<file path="src/bddq_pkg.sv">
`timescale 1ns / 1ps

package bddq_pkg;

    // Request kinds carried on the input tuser.
    typedef enum logic [1:0] {
        MODE_PUSH_FRONT = 2'd0,
        MODE_PUSH_BACK  = 2'd1,
        MODE_DELETE     = 2'd2,
        MODE_DUMP       = 2'd3
    } mode_t;

    // Status codes returned with every result item.
    typedef enum logic [1:0] {
        STATUS_OK    = 2'd0,
        STATUS_EMPTY = 2'd1,
        STATUS_RANGE = 2'd2,
        STATUS_FULL  = 2'd3
    } status_t;

    // Sequencer states.
    typedef enum logic [2:0] {
        ST_IDLE,
        ST_DEL_RD,
        ST_DEL_WR,
        ST_DUMP_RD,
        ST_DUMP_OUT
    } state_t;

    localparam int unsigned VALUE_W  = 32;
    localparam int unsigned LENGTH_W = 8;

endpackage

</file>
<file path="src/bounded_deque_with_positional_delete.sv">
`timescale 1ns / 1ps
// Pushes, dumps of an empty list and every request that fails or hits the end of the list
// give their one result in the output register at the edge after acceptance; a new item is
// taken once IDLE again. A delete at position p of n elements moves the n-p elements behind
// it down one slot; each needs one read and one write of the single-port-per-direction element
// memory. A dump reads each element via the registered memory read and can stall on the output.
// Reset (rst_n low, asynchronous) empties the list; element storage is not cleared.

module bounded_deque_with_positional_delete
    import bddq_pkg::*;
#(
    parameter int unsigned CAPACITY = 16
) (
    input  logic        clk,
    input  logic        rst_n,
    input  logic        s_axis_tvalid,
    output logic        s_axis_tready,
    input  logic [39:0] s_axis_tdata,   // [31:0] value, [39:32] position
    input  logic [1:0]  s_axis_tuser,   // [1:0] mode
    output logic        m_axis_tvalid,
    input  logic        m_axis_tready,
    output logic [39:0] m_axis_tdata,   // [31:0] item_value, [39:32] list_length
    output logic [2:0]  m_axis_tuser,   // [1:0] status, [2] has_item
    output logic        m_axis_tlast
);

    localparam int unsigned PW = (CAPACITY > 1) ? $clog2(CAPACITY) : 1;
    localparam int unsigned CW = $clog2(CAPACITY + 1);
    localparam int unsigned AW = PW + 1;
    localparam int unsigned IW = CW + 1;

    // Control state.
    state_t          state_reg, state_next;
    logic [PW-1:0]   head_reg, head_next;
    logic [CW-1:0]   count_reg, count_next;
    logic [PW-1:0]   idx_reg, idx_next;
    logic            out_valid_reg, out_valid_next;

    // Output payload.
    status_t             status_reg, status_next;
    logic                has_item_reg, has_item_next;
    logic [VALUE_W-1:0]  item_reg, item_next;
    logic [LENGTH_W-1:0] length_reg, length_next;
    logic                last_reg, last_next;

    // Element memory, stored as a ring starting at head_reg.
    logic [VALUE_W-1:0]  mem [CAPACITY];
    logic [VALUE_W-1:0]  rd_data_reg;
    logic                wr_en;
    logic [PW-1:0]       wr_addr;
    logic [VALUE_W-1:0]  wr_data;

    // Shared address unit: physical slot of logical offset from head.
    logic [CW-1:0]       addr_off;
    logic [AW-1:0]       addr_sum;
    logic [PW-1:0]       phys_addr;
    logic [PW-1:0]       head_dec;

    // Input decode.
    mode_t               in_mode;
    logic [VALUE_W-1:0]  in_value;
    logic [7:0]          in_pos;
    logic                in_ready;
    logic                out_free;
    logic                full;
    logic [IW-1:0]       idx_ext;

    assign in_mode  = mode_t'(s_axis_tuser);
    assign in_value = s_axis_tdata[31:0];
    assign in_pos   = s_axis_tdata[39:32];
    assign out_free = !out_valid_reg || m_axis_tready;
    assign in_ready = (state_reg == ST_IDLE) && out_free;
    assign full     = (count_reg == CW'(CAPACITY));
    assign idx_ext  = IW'(idx_reg);

    assign addr_sum  = AW'(head_reg) + AW'(addr_off);
    assign phys_addr = (addr_sum >= AW'(CAPACITY)) ? PW'(addr_sum - AW'(CAPACITY))
                                                   : PW'(addr_sum);
    assign head_dec  = (head_reg == '0) ? PW'(CAPACITY - 1) : head_reg - PW'(1);

    // Offset select for the address unit.
    always_comb
    begin
        unique case (state_reg)
            ST_IDLE:   addr_off = count_reg;
            ST_DEL_RD: addr_off = CW'(idx_ext + IW'(1));
            default:   addr_off = CW'(idx_reg);
        endcase
    end

    // Sequencer: next state, memory write and result loading.
    always_comb
    begin
        state_next     = state_reg;
        head_next      = head_reg;
        count_next     = count_reg;
        idx_next       = idx_reg;
        out_valid_next = out_valid_reg;
        status_next    = status_reg;
        has_item_next  = has_item_reg;
        item_next      = item_reg;
        length_next    = length_reg;
        last_next      = last_reg;
        wr_en          = 1'b0;
        wr_addr        = phys_addr;
        wr_data        = in_value;

        if (out_valid_reg && m_axis_tready)
        begin
            out_valid_next = 1'b0;
        end

        unique case (state_reg)
            ST_IDLE:
            begin
                if (s_axis_tvalid && in_ready)
                begin
                    // Default result: single status item, no element.
                    out_valid_next = 1'b1;
                    status_next    = STATUS_OK;
                    has_item_next  = 1'b0;
                    item_next      = '0;
                    length_next    = LENGTH_W'(count_reg);
                    last_next      = 1'b1;
                    unique case (in_mode)
                        MODE_PUSH_FRONT, MODE_PUSH_BACK:
                        begin
                            if (full)
                            begin
                                status_next = STATUS_FULL;
                            end
                            else
                            begin
                                wr_en = 1'b1;
                                if (in_mode == MODE_PUSH_FRONT)
                                begin
                                    wr_addr   = head_dec;
                                    head_next = head_dec;
                                end
                                count_next  = count_reg + CW'(1);
                                length_next = LENGTH_W'(count_reg + CW'(1));
                            end
                        end
                        MODE_DELETE:
                        begin
                            if (count_reg == '0)
                            begin
                                status_next = STATUS_EMPTY;
                            end
                            else if (in_pos == 8'd0 || in_pos > 8'(count_reg))
                            begin
                                status_next = STATUS_RANGE;
                            end
                            else if (in_pos < 8'(count_reg))
                            begin
                                // Elements behind the hole must move down one slot.
                                out_valid_next = 1'b0;
                                idx_next       = PW'(in_pos - 8'd1);
                                state_next     = ST_DEL_RD;
                            end
                            else
                            begin
                                count_next  = count_reg - CW'(1);
                                length_next = LENGTH_W'(count_reg - CW'(1));
                            end
                        end
                        MODE_DUMP:
                        begin
                            if (count_reg != '0)
                            begin
                                out_valid_next = 1'b0;
                                idx_next       = '0;
                                state_next     = ST_DUMP_RD;
                            end
                        end
                        default:
                        begin
                            out_valid_next = 1'b0;
                        end
                    endcase
                end
            end

            ST_DEL_RD:
            begin
                state_next = ST_DEL_WR;
            end

            ST_DEL_WR:
            begin
                wr_en    = 1'b1;
                wr_data  = rd_data_reg;
                idx_next = idx_reg + PW'(1);
                if (idx_ext + IW'(2) < IW'(count_reg))
                begin
                    state_next = ST_DEL_RD;
                end
                else
                begin
                    count_next     = count_reg - CW'(1);
                    out_valid_next = 1'b1;
                    status_next    = STATUS_OK;
                    has_item_next  = 1'b0;
                    item_next      = '0;
                    length_next    = LENGTH_W'(count_reg - CW'(1));
                    last_next      = 1'b1;
                    state_next     = ST_IDLE;
                end
            end

            ST_DUMP_RD:
            begin
                state_next = ST_DUMP_OUT;
            end

            ST_DUMP_OUT:
            begin
                if (out_free)
                begin
                    out_valid_next = 1'b1;
                    status_next    = STATUS_OK;
                    has_item_next  = 1'b1;
                    item_next      = rd_data_reg;
                    length_next    = LENGTH_W'(count_reg);
                    last_next      = (idx_ext + IW'(1) == IW'(count_reg));
                    if (idx_ext + IW'(1) == IW'(count_reg))
                    begin
                        state_next = ST_IDLE;
                    end
                    else
                    begin
                        idx_next   = idx_reg + PW'(1);
                        state_next = ST_DUMP_RD;
                    end
                end
            end

            default:
            begin
                state_next = ST_IDLE;
            end
        endcase
    end

    // Control registers.
    always_ff @(posedge clk or negedge rst_n)
    begin
        if (!rst_n)
        begin
            state_reg     <= ST_IDLE;
            head_reg      <= '0;
            count_reg     <= '0;
            idx_reg       <= '0;
            out_valid_reg <= 1'b0;
        end
        else
        begin
            state_reg     <= state_next;
            head_reg      <= head_next;
            count_reg     <= count_next;
            idx_reg       <= idx_next;
            out_valid_reg <= out_valid_next;
        end
    end

    // Output payload registers.
    always_ff @(posedge clk)
    begin
        status_reg   <= status_next;
        has_item_reg <= has_item_next;
        item_reg     <= item_next;
        length_reg   <= length_next;
        last_reg     <= last_next;
    end

    // Element memory with registered read.
    always_ff @(posedge clk)
    begin
        if (wr_en)
        begin
            mem[wr_addr] <= wr_data;
        end
        rd_data_reg <= mem[phys_addr];
    end

    assign s_axis_tready = in_ready;
    assign m_axis_tvalid = out_valid_reg;
    assign m_axis_tdata  = {length_reg, item_reg};
    assign m_axis_tuser  = {has_item_reg, status_reg};
    assign m_axis_tlast  = last_reg;

    // The list never holds more than its capacity.
    assert property (@(posedge clk) disable iff (!rst_n) count_reg <= CW'(CAPACITY))
        else $error("element count above capacity");

    // A dumped element always carries an ok status.
    assert property (@(posedge clk) disable iff (!rst_n)
        (out_valid_reg && has_item_reg) |-> (status_reg == STATUS_OK))
        else $error("dumped element with error status");

    // No result is pending while elements are being shifted.
    assert property (@(posedge clk) disable iff (!rst_n)
        (state_reg == ST_DEL_RD || state_reg == ST_DEL_WR) |-> !out_valid_reg)
        else $error("result pending during delete shift");

    // A successful push grows the list by exactly one.
    assert property (@(posedge clk) disable iff (!rst_n)
        (s_axis_tvalid && s_axis_tready && !full &&
         (in_mode == MODE_PUSH_FRONT || in_mode == MODE_PUSH_BACK))
        |=> (count_reg == $past(count_reg) + CW'(1)))
        else $error("push did not grow the list");

    // The head pointer stays put during a delete or dump sequence; it moves only on a push to the front.
    assert property (@(posedge clk) disable iff (!rst_n)
        (state_reg != ST_IDLE) |=> $stable(head_reg))
        else $error("head moved outside a front push");

endmodule
</file>
<file path="config.mk">
export PLATFORM = sky130hd
export DESIGN_NAME = bounded_deque_with_positional_delete
export DESIGN_NICKNAME = d
export VERILOG_FILES = /design/src/bddq_pkg.sv /design/src/bounded_deque_with_positional_delete.sv
export SDC_FILE = /design/constraint.sdc
export NUM_CORES = 1
export LEC_CHECK = 0
export ABC_AREA = 1
export ABC_CLOCK_PERIOD_IN_PS = 5700
export BUFFER_PORTS_ARGS = -buffer_cell sky130_fd_sc_hd__buf_2
export CAP_MARGIN = 20
export CORE_AREA = 4 4 271 273
export DETAILED_ROUTE_END_ITERATION = 12
export DIE_AREA = 0 0 275 277
export SLEW_MARGIN = 30
export SYNTH_ARGS = -nofsm -noshare
export SYNTH_HDL_FRONTEND = slang
export SYNTH_SLANG_ARGS = --single-unit
</file>
<file path="constraint.sdc">
create_clock -name clk -period 5.7 [get_ports clk]
set_clock_uncertainty 0.2 [all_clocks]
set_input_delay 0.57 -clock clk [delete_from_list [all_inputs] [get_ports clk]]
set_output_delay 0.57 -clock clk [all_outputs]
set_load 0.01 [all_outputs]
</file>
; Word-level counts from Yosys, hierarchy flattened
; Memories as Yosys holds them, arrays and structs flattened. A register that Yosys moved wholly into a read port is not among the register bits.
; Index checks and enable logic that the tools add are counted.
[classes]
add_sub_neg = 11
n_lt_le_gt_ge = 4
eq_ne = 21
mux = 81
n_bitwise = 1
reduce_logical = 20
[ops]
columns = cell, n
row1 = $mux 32, 4
row2 = $pmux 32 s3, 1
row3 = $mux 4, 14
row4 = $mux 8, 6
row5 = $mux 5, 6
row6 = $pmux 5 s2, 3
row7 = $pmux 8 s3, 1
row8 = $mux 1, 20
row9 = $mux 3, 6
row10 = $ne 3x3->1 const B, 6
row11 = $pmux 8 s2, 1
row12 = $pmux 3 s5, 1
row13 = $mux 2, 7
row14 = $pmux 4 s3, 1
row15 = $sub 4x1->4 const B, 3
row16 = $pmux 1 s3, 3
row17 = $reduce_and 9->1, 1
row18 = $gt 8x5->1, 1
row19 = $logic_not 8->1, 1
row20 = $lt 8x5->1, 1
row21 = $pmux 4 s2, 1
row22 = $reduce_and 8->1, 1
row23 = $reduce_and 7->1, 1
row24 = $add 5x1->6 const B, 1
row25 = 38 further kinds, 47
[word_totals]
reg_bits = 61
ramBits = 512
input_bits = 46
out_inout_bits = 46
elab_cells = 149
n_memories = 1
[memory_table]
columns = name, depth, width, read_ports, rd_clocked_by_memory_dff, wr, line
row1 = mem, 16, 32, 1, 1, 1, bounded_deque_with_positional_delete.sv:47  ; logic [VALUE_W-1:0] mem [CAPACITY];

; Logic depth before layout (Yosys ltp)
[logic_depth]
word_depth = 10
mapped_depth = 18
ltp_nobuf = 17

; Worst setup path after synthesis
; No wires, ideal clock.
[synth_timing]
kind = reg2reg
start = reg idx_reg[2]
end = reg has_item_reg, enable pin
setup_ns = 0.497
arrival_ns = 4.362
t_required_ns = 5.003
setup_slack_ns = 0.642
stages_incl_launch_ff = 10
n_path_buf = 0
period_less_slack_ns = 5.058
path_cell_list = dfrtp_1 -> ha_1 -> xor2_1 -> ha_1 -> nand2_1 -> inv_1 -> nand4_1 -> o211ai_1 -> nor2_1 -> nor3_1
[synth_via]
elab_chain_cells = 4
[synth_rtl]
columns = item, line
row1 = "start, declared", bounded_deque_with_positional_delete.sv:36  ; logic [PW-1:0] idx_reg, idx_next;
row2 = "start signal, assigned", bounded_deque_with_positional_delete.sv:261  ; idx_reg <= idx_next;
row3 = $add 4x2->5, bounded_deque_with_positional_delete.sv:194  ; if (idx_ext + IW'(2) < IW'(count_reg))
row4 = $lt 5x5->1, bounded_deque_with_positional_delete.sv:194
row5 = $ne 2x2->1 (no source line), -
row6 = $reduce_and 4->1 (no source line), -
row7 = "end signal, assigned", bounded_deque_with_positional_delete.sv:270  ; has_item_reg <= has_item_next;
row8 = "end, declared", bounded_deque_with_positional_delete.sv:41  ; logic has_item_reg, has_item_next;
; Every way passes these cells.
; A chain may end at the register's enable or synchronous reset.

; Worst setup path after layout
[layout_timing]
start = reg idx_reg[0]
end = mem mem[8][23], enable pin
[layout_via]
elab_chain_cells = 10
word_cells_on_any_way = 11
classes_between = 3 x add/sub / 1 x order compare / 7 x mux
[layout_rtl]
columns = item, line
row1 = $add 4x1->5, bounded_deque_with_positional_delete.sv:86  ; ST_DEL_RD: addr_off = CW'(idx_ext + IW'(1));
row2 = $pmux 5 s2 *, bounded_deque_with_positional_delete.sv:84  ; unique case (state_reg)
row3 = $add 4x5->5 *, bounded_deque_with_positional_delete.sv:76  ; assign addr_sum = AW'(head_reg) + AW'(addr_off);
row4 = $sub 4x1->4 or $ge 5x5->1 (tied branches), bounded_deque_with_positional_delete.sv:77  ; assign phys_addr = (addr_sum >= AW'(CAPACITY)) ? PW'(addr_sum - AW'(CAPACITY))
row5 = $mux 4 *, bounded_deque_with_positional_delete.sv:77
row6 = $mux 4, bounded_deque_with_positional_delete.sv:135  ; if (in_mode == MODE_PUSH_FRONT)
row7 = $mux 4, bounded_deque_with_positional_delete.sv:128  ; if (full)
row8 = $mux 4, bounded_deque_with_positional_delete.sv:125  ; unique case (in_mode)
row9 = $mux 4, bounded_deque_with_positional_delete.sv:116  ; if (s_axis_tvalid && in_ready)
row10 = $mux 4 *, bounded_deque_with_positional_delete.sv:113  ; unique case (state_reg)
row11 = "end, declared", bounded_deque_with_positional_delete.sv:47
; Every way passes the cells marked *; elsewhere a longest branch is shown, timed or not.

==> results by group <==
Outcome
  – Status: completed

Yosys
  – Number of enable flip-flop cells after synthesis: 555
  – Seq/Total Area, Yosys: 72.0%
  – Top_reg_cell synth: edfxtp_1
  – Mapped cell area: about 0.025 mm²
  – Leading area contributor after synthesis: edfxtp_1
  – Syn nets: 1980
  – Synth top area share: 67.7%
  – Synth warnings: 0
  – Most common cell in the netlist: edfxtp_1
  – Top post-synthesis cells by area: edfxtp_1 (68%), o21ai_0 (5.3%), o221ai_1 (4.6%)
  – Post-Synthesis Cells: 1913
  – Async SR Flop Fraction: 2.81%
  – Syn Area/Cell: roughly 13 µm²
  – Yosys reg bits: 604
  – Commonest cells in the netlist: edfxtp_1 (555), nor2_1 (266), o21ai_0 (263)
  – Unique masters post-synth: 40

Finish
  – Filler instances: 6636
  – Share of cells above drive strength 1: 14.4%
  – Post-layout util: 40.0%
  – Layout area overhead: 15.6%
  – Nets@finish: 2076
  – Max FFs per register: 512

Worst setup path
  – Crit path capture: mem[8][23]$_DFFE_PP_
  – Crit-path cells: ha_1 > inv_1 > nand2_1 > o21ai_0 > a21oi_1 > inv_1 > fa_4 > o21ai_0 > nand2_1 > o21ai_0 > a21oi_1 > nand4_1 > nor2_4 > buf_12
  – Critical Path RT: 5.82 ns
  – R2R Path Start: idx_reg[0]$_DFFE_PN0P_
  – Critical path startpoint: idx_reg[0]$_DFFE_PN0P_
  – Critical R2R Capture: mem[8][23]$_DFFE_PP_
  – Critical Path Slowest Stage Cell: fa_4
  – Worst-path fanout max: 18
  – Type of element launching the critical path: register
  – Largest delay contributor family on the critical path: simple AND/OR/NAND/NOR gates
  – CP endpoint kind: register
  – Reg2reg path depth: 14
  – Slowest stage delay, CP: 0.80 ns
  – CP most frequent cell: o21ai_0
  – Setup slack, reg-to-reg: 1.17 ns
  – CP Class: reg2reg
  – CP Depth: 14
  – CP Data Arrival Time: 4.65 ns
  – CP Buf/Inv Count: 3

Timing
  – Post-layout minimum cycle time: ~4.5 ns
  – Final setup violation count: 0
  – PnR worst setup slack: ~1.2 ns
  – Slew Viols, Final: 0
  – Highest clock rate: 221 MHz
  – Slew HR: 35.5%
  – Least-Margin Pin Slew: between 0.9 and 1 ns
  – RSZ-0062 raised after global routing: false
  – Fin. Hold Viols: 0
  – Setup TNS: 0 ns
  – Tcrit/Tclk final: 79.5%

Routing
  – Drc violations: 0
  – Vias per inst: 5.20
  – TritonRoute pass-1 iters: 6
  – DR iter-0 viols: 1309
  – Final wirelength: approximately 62000 µm
  – DR WL/cell: 20.7 µm
  – ANT nets after route: 0
  – Vias: ~16000

Min path
  – Hold path cells: 4
  – Min-Delay Path Class: in2reg
  – HP Start: s_axis_tdata[32]

Job
  – Max_cap viols: 0

Placement
  – Routability congestion estimate: 0.836
  – Dpl ws: roughly 1.2 ns
  – Port Buf Inserts: 91
  – Final HPWL from detailed placement: 35900 µm

Floorplanning
  – Rows: between 90 and 100
  – Die Y: 277 µm
  – Core Box Area: 0.0711 mm²
  – Starting Density: 34.6%
  – Ports: 92
  – Die Span X: 275 µm
  – Die footprint: 0.0762 mm²

Global routing
  – Gr usage total: 16.0%
  – Vias in the first global route: ~15000
  – Largest net degree at the start of global routing: 93
  – GRT Residual Overflow: 0
  – Initial antenna violation count: 3
  – First-pass GRT wire length: 93800 µm

Clock network
  – CTS Buf Count: 57
  – CTS root buffer: clkbuf_16
  – Clock Latency Late Sink: between 0.6 and 0.7 ns
  – CTS tree: yes
  – CTS Buffer Depth: 3
  – H-tree depth: 2
  – CTS sink cnt: 604
  – Clk slew on worst S/H paths: about 0.060 ns
  – Setup Fix Bufs, Post-CTS: 0
## layout by cell type, fill, tap and decap left out, types with 8 or more instances in the layout
cell type  synthesis  final
a21oi_1           20     20
dfrtp_1           17     17
clkbuf_1          79     14
buf_4              7     50
nand2_1          187    186
o221ai_1         128    128
nor2_4             3     19
buf_2             22     91
clkbuf_16          0     57
edfxtp_1         555    555
buf_12             0      9
clkbuf_8           0      8
mux2i_1           64     64
nor2_1           266    250
nand4_1           13     13
clkinv_2           0     14
o21ai_0          263    254
ha_1              20     19
nand3_1           73     73
o22ai_1           10     10
inv_1             96     93
o21ai_1            7      9
dfxtp_1           32     32
## area by class of cell
type	count	area, µm²	share of cell area, %
Clock buffer	79	1590	5.58
Clock inverter	28	340	1.20
Sequential cell	604	17700	62.3
Inverter	102	392	1.38
Antenna cell	1	2.50	0.00879
Tap cell	950	1190	4.17
Timing Repair Buffer	151	1020	3.59
Multi-Input combinational cell	1093	6210	21.8
## metal layers
layer / share of wire [%] / routed length, µm / up-vias / track usage, %
li1: - / - / 7274 / -
met1: 45 / 28000 / 7777 / 22.4
met3: 5.9 / 3690 / 95 / 2.56
met5: 0.021 / 13 / - / 0
met4: 1.9 / 1170 / 2 / 3.70
met2: 47 / 29400 / 486 / 26.2
## how the worst min path moves through the flow
stage                                end  slack, ns
3_5_place_dp   item_reg[0]$_SDFFCE_PN0P_       0.33
2_1_floorplan   count_reg[0]$_DFFE_PN0P_       0.07
4_1_cts           idx_reg[0]$_DFFE_PN0P_       0.11
5_1_grt           idx_reg[0]$_DFFE_PN0P_       0.15
3_3_place_gp   item_reg[0]$_SDFFCE_PN0P_       0.32
6_report          idx_reg[0]$_DFFE_PN0P_       0.14
## worst register-to-register path, delay by kind of cell (launching register included)
family | cells | cell delay [ns]
AOI/OAI and AO/OA | 5 | 0.73
buffers and inverters | 3 | 0.43
adders and majority gates | 2 | 1.14
DFF | 1 | 0.47
and+or+nand+nor | 4 | 1.26
## cells by family after synthesis
group	Yosys count	share of synthesized area [%]
DFF	604	72.0
and+or+nand+nor	564	9.50
buffers and inverters	216	3.57
AOI/OAI and AO/OA	433	10.9
adders and majority gates	21	1.10
muxes	64	2.60
xor gates and xnor gates	11	0.391
## timing repair
item | CTS | global route
setup endpoints to repair | 0 | 0
gates resized for setup | 0 | 0
hold endpoints to repair | 17 | 0
hold buffers | 1 | 0
## through the flow
stage,area [µm²],std cells,hold slack (ns)
final,28500,3008,0.141
after global routing,28500,3007,0.153
after CTS,28500,3007,0.114
after detailed placement,26500,2899,0.327
after global placement,26500,2899,0.323
after floorplan,24600,1913,0.0744
Power is not shown: default switching activity piles up to over one toggle a cycle in this logic, so the estimate is an artifact.
